===== src/hw/rtl/assert_macros.svh =====
// assertion macros used by the rtl top level
`ifndef ASSERT_MACROS_SVH
`define ASSERT_MACROS_SVH

// same-cycle implication, disabled during reset
`define ASSERT_IMPLIES(label, clk, rst_n, cond, expr) \
	label: assert property (@(posedge clk) disable iff (!rst_n) (cond) |-> (expr)) \
		else $error("implication check failed");

// next-cycle implication, disabled during reset
`define ASSERT_NEXT(label, clk, rst_n, cond, expr) \
	label: assert property (@(posedge clk) disable iff (!rst_n) (cond) |=> (expr)) \
		else $error("next-cycle check failed");

`endif


===== src/hw/rtl/mtstk_pkg.sv =====
// package of constants, codes and types for the min tracking stack
`default_nettype none

package mtstk_pkg;

	localparam int DEPTH  = 256;
	localparam int DATA_W = 32;
	localparam int EXT_W  = 2;
	localparam int WORD_W = DATA_W + EXT_W;
	localparam int CNT_W  = $clog2(DEPTH + 1);

	typedef enum logic [1:0] {
		OP_PUSH = 2'd0,
		OP_POP  = 2'd1,
		OP_PEEK = 2'd2,
		OP_NOP  = 2'd3
	} op_t;

	typedef enum logic [1:0] {
		ST_OK    = 2'd0,
		ST_EMPTY = 2'd1,
		ST_FULL  = 2'd2
	} status_t;

	typedef struct packed {
		logic push;
		logic pop;
	} cell_ctl_t;

endpackage

`default_nettype wire


===== src/hw/rtl/mtstk_cell.sv =====
// one stack cell: holds a stored word and shifts with its neighbors
`default_nettype none

module mtstk_cell
	import mtstk_pkg::*;
(
	input  wire logic              clk,
	input  wire cell_ctl_t         ctl,
	input  wire logic [WORD_W-1:0] above,
	input  wire logic [WORD_W-1:0] below,
	output logic      [WORD_W-1:0] word
);

	logic [WORD_W-1:0] word_q;

	always_ff @(posedge clk) begin
		if (ctl.push) begin
			word_q <= above;
		end else if (ctl.pop) begin
			word_q <= below;
		end
	end

	assign word = word_q;

endmodule

`default_nettype wire


===== config.mk =====
export PLATFORM = sky130hd
export DESIGN_NAME = mtstk_cell
export DESIGN_NICKNAME = d
export VERILOG_FILES = /design/src/hw/rtl/assert_macros.svh /design/src/hw/rtl/mtstk_pkg.sv /design/src/hw/rtl/mtstk_cell.sv
export SDC_FILE = /design/constraint.sdc
export NUM_CORES = 1
export LEC_CHECK = 0
export BUFFER_PORTS_ARGS = -buffer_cell sky130_fd_sc_hd__clkbuf_2
export CAP_MARGIN = 30
export CELL_PAD_IN_SITES_DETAIL_PLACEMENT = 0
export CELL_PAD_IN_SITES_GLOBAL_PLACEMENT = 2
export CORE_UTILIZATION = 27
export CTS_BUF_LIST = sky130_fd_sc_hd__clkbuf_8
export DETAILED_ROUTE_END_ITERATION = 8
export PLACE_DENSITY = 0.91
export SLEW_MARGIN = 0
export SYNTH_ARGS = -nofsm -noshare
export SYNTH_HDL_FRONTEND = slang
export SYNTH_SLANG_ARGS = --single-unit

===== constraint.sdc =====
create_clock -name clk -period 2.98 [get_ports clk]
set_clock_uncertainty 0.1 [all_clocks]
set_input_delay 0.745 -clock clk [delete_from_list [all_inputs] [get_ports clk]]
set_output_delay 0.745 -clock clk [all_outputs]
set_load 0.005 [all_outputs]

Yosys cells after proc, flatten, opt, wreduce, memory -nomap -nowiden

Index checks and enable logic that the tools add are counted.

Bits in registers: 34
Input bits: 71
Output and inout port bits: 34
Word-level logic and storage cells: 4

Multiplexer cells: 2
Reduce and logical (&&, ||, !) cells: 1

Operator list:

| kind               | number |
|---|---|
| $mux W34           | 2 |
| $reduce_bool A2 Y1 | 1 |

Logic depth before layout (Yosys ltp)

Gate-level depths: netlist of run 1.

Depth after elaboration: 2
Mapped depth: 3
Mapped depth without buffers: 1

Worst setup path before layout of run 1

OpenSTA, ideal clock, no wires.

Path kind: input port to flip-flop
Start point: input port ctl[1] in the netlist's numbering
End point: register word_q[0] (netlist: word[0]) (enable)
Setup time: 393 ps
Data arrival time: 1822 ps
Required time: 2487 ps
Path slack: 665 ps
Stages on the path: 3
Path buffers: 2
Path through: buf_6 -> buf_12 -> or2_1

Word-level cells in the longest chain between the ends: 1

RTL lines:

| what                                | RTL line         | source |
|---|---|---|
| start: declaration                  | mtstk_cell.sv:8  | `input wire cell_ctl_t ctl,` |
| $reduce_bool A2 Y1 (no source line) | n/a              |  |
| end signal: assignment              | mtstk_cell.sv:18 | `word_q <= above;` |
| end signal: assignment              | mtstk_cell.sv:20 | `word_q <= below;` |
| end: declaration                    | mtstk_cell.sv:14 | `logic [WORD_W-1:0] word_q;` |

No other way between the ends.
A chain may end at the register's enable or synchronous reset.

Final worst setup path of run 1

Start point: input port ctl[1] in the netlist's numbering
End point: register word_q[33] (netlist: word[33]), data pin

Word-level cells in the longest chain between the ends: 1

RTL lines:

| what     | RTL line         | source |
|---|---|---|
| $mux W34 | mtstk_cell.sv:17 | `if (ctl.push) begin` |

No other way between the ends.

==> summary.md, run 1 <==
| Metric | Value |
|---|---|
| Status | finished clean |
| Hold Path Origin | above[12] |
| Leak | about 1.1 nW |
| Max Clk Rate | 0.5995 GHz |
| Max reg flops | 34 |
| Worst Tran Pin Value | 441.9 ps |
| PortBufs | 104 |
| Pins Over Slew Limit | 0 |
| Slew margin rel. | around 70% |
| Routed vias | roughly 1000 |
| GP Congestion | 0.6895 |
| P_int | 0.8615 mW |
| Total Wirelength | 3186 um |
| Crit path launch type | primary input |
| Wire length per cell | 12.45 um |
| CP required | 2910 ps |
| Post_cts resized | 0 |
| Synth unique cells | 6 |
| Setup Crit Path Kind | primary input to register |
| Area grow syn2layout | 40.44% |
| N_diodes | 0 |
| Vias in the first global route | 1057 |
| Initial Utilization | 28.36% |
| Syn. warnings | 0 |
| WHS Path Cells | 2 |
| DRC viols | 0 |
| Nets | 254 |
| MaxCap Viol Count | 0 |
| Clk sink count | 34 |
| Global-route usage over all layers | about a tenth |
| Initial antenna violation count | 0 |
| WP data arrival | 1600 ps |
| Area contributors post-synth | edfxtp_1, mux2_4, buf_12, mux2_2, buf_6 |
| Commonest non-fill, non-tap cell in the layout | clkbuf_2 |
| Switch Pwr | 0.2339 mW |
| Placement Cell Area | 2152 um2 |
| Setup-failing EPs final | 0 |
| Sw frac | approximately a fifth |
| Combinational share of power | 16.9% |
| Synthesized instance count | between 70 and 80 |
| Via-per-instance ratio | ~4.1 |
| RSZ-0062 raised after global routing | no |
| Flop pwr share | 54.9% |
| Pin count of the biggest net entering global routing | 35 |
| Die ar. | approximately 6200 um2 |
| Chip width | 78.75 um |
| Setup TNS | 0 ps |
| Chip height | 78.75 um |
| Critical Path, Cell by Cell | clkbuf_2 > buf_4 > mux2_2 |
| Cts bufs inserted | 5 |
| Worst-path maximum fanout | 23 |
| I/O pins | 105 |
| Pwr Density | 490.5 nW/um2 |
| Crit-path max cell delay | 390 ps |
| Crit path time final | 1668 ps |
| Seq/Total Area, Yosys | 64.20% |
| CTS tree | yes |
| Post-CTS setup buffer count | 0 |
| Max IR drop VDD | ~0.21 mV |
| CP Capture Type | register |
| CP max stage cell | mux2_2 |
| Final Hold Fails | 0 |
| Hold endpoint | word[12] |
| Post-route ant nets | 0 |
| Depth of the CTS H-tree | 2 |
| Syn Area/Cell | ~22 um2 |
| Clock network fraction of total power | 28.2% |
| Netlist Area Pre-Place | roughly 1600 um2 |
| Core Box Area | about 5600 um2 |
| Mapped Nets | 144 |
| Hold Path Class | primary input to register |
| Design area | 2233 um2 |
| Iteration-0 DRC Markers | ~50 |
| Crit path max-delay family | buffers and inverters |
| Row count | 27 |
| Hold Buf Count CTS | 0 |
| Hpwl dp | approximately 2500 um |
| Critical path depth | 3 |
| Most frequent cells in the layout | clkbuf_2, edfxtp_1, mux2_4 |
| CP bufs+invs | 2 |
| Fin crit share | 55.97% |
| Root buffer cell | clkbuf_8 |
| TritonRoute pass-1 iters | 4 |
| Layout fillers | 556 |
| Clock slew at reported path FFs | around 70 ps |
| Synth top area share | 64.20% |
| Bufs on Longest Clock Path | 2 |
| Yosys top cell by area | edfxtp_1 |
| Global-route wire length before repair | about 4700 um |
| Share of layout cells above drive strength 1 | about 80% |
| Synth Register Bits | 34 |
| Grt ovf | 0 |
[through the flow]
step                      setup WS, ps  utilization (%)  cells  hold WS [ps]  power (mW)
final                             1312            39.83    256         665.8       1.095
after global routing              1269            39.83    256         651.8       1.152
after CTS                         1303            39.83    256         657.4       1.116
after detailed placement         999.5            38.38    248         949.1      0.8010
after global placement            1032            38.38    248         947.1      0.7962
after floorplan                  664.9                -     73         862.5      0.7013
[cells in the mapped netlist]
| master | n |
|---|---|
| mux2_2 | 5 |
| buf_6 | 1 |
| buf_12 | 3 |
| mux2_4 | 29 |
| edfxtp_1 | 34 |
| or2_1 | 1 |
[kinds of logic after synthesis]
kind of cell | Yosys count | share of synthesized area (%)
and+or+nand+nor | 1 | 0.3936
DFF | 34 | 64.20
buffers and inverters | 4 | 4.485
muxes | 34 | 30.92
[power groups by stage]
stage	clock, mW	combinational [mW]	sequential (mW)
after global placement	0	0.187	0.610
final	0.309	0.185	0.601
after CTS	0.325	0.189	0.602
after floorplan	0	0.0826	0.619
after global routing	0.344	0.202	0.606
after detailed placement	0	0.189	0.612
[metal layers]
layer	GRT usage [%]	wire, um	vias to the layer above
li1	-	-	503
met1	10.07	1227	495
met2	19.13	1744	43
met3	2.759	163	5
met4	4.444	51	0
met5	0	0	-
[worst max path at each step]
stage	endpoint	from
finish	word[33]	ctl[1]
global route	word[33]	ctl[1]
CTS	word[33]	ctl[1]
detailed placement	word[33]	ctl[1]
global placement	word[31]	ctl[1]
floorplan	word[0]	ctl[1]
[layout make-up]
class,instances,area (um2),share of cell area [%]
multi-input combinational,35,498.0,22.30
sequential,34,1021,45.71
clock buffer,5,68.82,3.081
timing repair buffer,107,543.0,24.31
tap,72,90.09,4.034
clock inverter,3,12.51,0.5602
No activity file was read; power rests on OpenSTA's default activity.
==> run 2: changes to the inputs <==
- CORE_UTILIZATION: 27 -> 25
- PLACE_DENSITY: 0.91 -> 0.89
- clock period: 2.98 -> 1.5 ns (I/O delays scaled with it)
==> run 2 against run 1 <==
  * Critical endpoint is now word[14]
  * Critical path depth fell by 2
  * Sequential cell count did not move
  * Design area rose by 1.7%
  * Wire length rose by 2.6%
  * Clock-buffer cell count did not move
  * Hold slack got worse by 370 ps
  * Die area rose by 7.8%
  * Clock power rose to 2.6 times the previous value
  * Final cell count rose by 0.78%
  * First-iteration DRC count fell by 80%
  * Utilization fell by 2.1 points
  * Combinational power rose by 100%
==> summary.md, run 2 (synthesis gave the netlist of run 1 again) <==
| Metric | Value |
|---|---|
| Gr busiest metal | met2 |
| Setup TNS | 0 ps (unchanged) |
| Initial Utilization | 26.39% (-2.0 points) |
| Post_cts resized | 0 (unchanged) |
| Post-CTS setup buffer count | 0 (unchanged) |
| Grt ovf | 0 (unchanged) |
| GR Util met1 | 9.868% (-0.20 points) |
| Core Box Area | 6026 um2 (+7.5%) |
| Met2 Usage GRT | 17.44% (-1.7 points) |
| Post-route ant nets | 0 (unchanged) |
| Row count | 28 (+3.7%) |
| Clk sink count | 34 (unchanged) |
| TritonRoute pass-1 iters | 2 (-2) |
| Total Wirelength | 3270 um (+2.6%) |
| GP Congestion | 0.6408 (-7.1%) |
| Clock slew at reported path FFs | 70 ps (about the same) |
| CP bufs+invs | 1 (-1) |
| PortBufs | 104 (unchanged) |
| CP Capture Type | output pin |
| CTS tree | yes |
| Setup-failing EPs final | 0 (unchanged) |
| Routed vias | 1035 (-1.1%) |
| MaxCap Viol Count | 0 (unchanged) |
| Nets | 253 (-0.39%) |
| Share of layout cells above drive strength 1 | 81.42% (+1.5 points) |
| Vias in the first global route | 1015 (-4.0%) |
| Iteration-0 DRC Markers | 10 (-80%) |
| Depth of the CTS H-tree | 2 (unchanged) |
| Worst Tran Pin Value | 459.3 ps (+17.46 ps) |
| Hold Buf Count CTS | 0 (unchanged) |
| Chip height | 81.76 um (+3.8%) |
| WP data arrival | 790 ps (-810 ps) |
| Final Hold Fails | 0 (unchanged) |
| Pwr Density | 1046 nW/um2 (+110%) |
| Bufs on Longest Clock Path | 2 (unchanged) |
| Commonest non-fill, non-tap cell in the layout | clkbuf_2 |
| Slew margin rel. | 69.38% (-1.2 points) |
| Leak | 1.112 nW (+1.2%) |
| Die ar. | 6684 um2 (+7.8%) |
| Final Power | 2.377 mW (+120%) |
| N_diodes | 0 (unchanged) |
| Layout fillers | 612 (+10%) |
| Wire length per cell | 12.67 um (+1.8%) |
| Via-per-instance ratio | 4.012 (-1.8%) |
| Fin crit share | 84.10% |
| Status | finished clean |
| Pins Over Slew Limit | 0 (unchanged) |
| Crit-path max cell delay | 390 ps (about the same) |
| Routing usage on met3 | 3.889% (+1.1 points) |
| I/O pins | 105 (unchanged) |
| Cts bufs inserted | 5 (unchanged) |
| Hold Path Class | primary input to register |
| Setup Crit Path Kind | register to output pin |
| Crit path max-delay family | flip-flops |
| Root buffer cell | clkbuf_8 |
| Crit path launch type | register |
| Global-route usage over all layers | 9.814% (-0.24 points) |
| Crit path time final | roughly 1300 ps |
| WHS Path Cells | 2 (unchanged) |
| Pin count of the biggest net entering global routing | 35 (unchanged) |
| CP max stage cell | edfxtp_1 |
| Max reg flops | 34 (unchanged) |
| CP required | 1020 ps (-1890 ps) |
| Chip width | 81.76 um (+3.8%) |
| RSZ-0062 raised after global routing | no |
| Most frequent cells in the layout | clkbuf_2, edfxtp_1, mux2_4 |
| Area grow syn2layout | 42.88% |
| Max Clk Rate | 0.7927 GHz |
| Initial antenna violation count | 0 (unchanged) |
| DRC viols | 0 (unchanged) |
| Global-route wire length before repair | 4678 um (unchanged) |
| Critical path depth | 1 (-2) |
| Critical Path, Cell by Cell | clkbuf_2 |
| Worst-path maximum fanout | 1 (-96%) |
| Max IR drop VDD | 0.4290 mV (+100%) |
## run 2: cell types whose count changed in the layout (fill, tap and decap cells not counted)
cell / delta
buf_4: -2
inv_1: -1
clkinv_1: -1
bufinv_16: +1
buf_12: +1
or2_4: +1
or2_1: -1
clkinv_2: +1
## run 2: metal layers
metal / part of all wire (%) / up-vias
met5: 0 / -
met1: 34 / 480
li1: - / 501
met2: 56 / 50
met4: 2.1 / 0
met3: 7.5 / 4
## run 2: through the flow
stage	std cells	hold WS, ps	setup slack, ps	utilization, %	area, um2
2_1_floorplan	73	492.5	66.26	-	1593
3_3_place_gp	250	577.4	28.77	35.90	2163
3_5_place_dp	250	579.2	8.056	35.90	2163
4_1_cts	258	276.1	216.2	37.71	2272
5_1_grt	258	270.4	191.8	37.71	2272
6_report	258	291.3	238.5	37.71	2272
## run 2: worst paths after layout
path	end	slack, ps	startpoint
min	word[20]	290	above[20]
max	word[14]	240	word[14]
## run 2: power by group
group          switching, mW  total (mW)  leakage [nW]  internal [mW]
clock network          0.321       0.810        0.0579          0.489
logic                  0.138       0.374         0.707          0.236
registers             0.0266        1.19         0.346           1.17
## run 2: final cells by class
class	count	area (um2)	area share (%)
flip-flops and latches	34	1021	44.93
repair buffers	106	548.0	24.12
multi-input cells	35	500.5	22.03
well taps	75	93.84	4.130
clock buffers	5	68.82	3.029
clock inverters	3	40.04	1.762
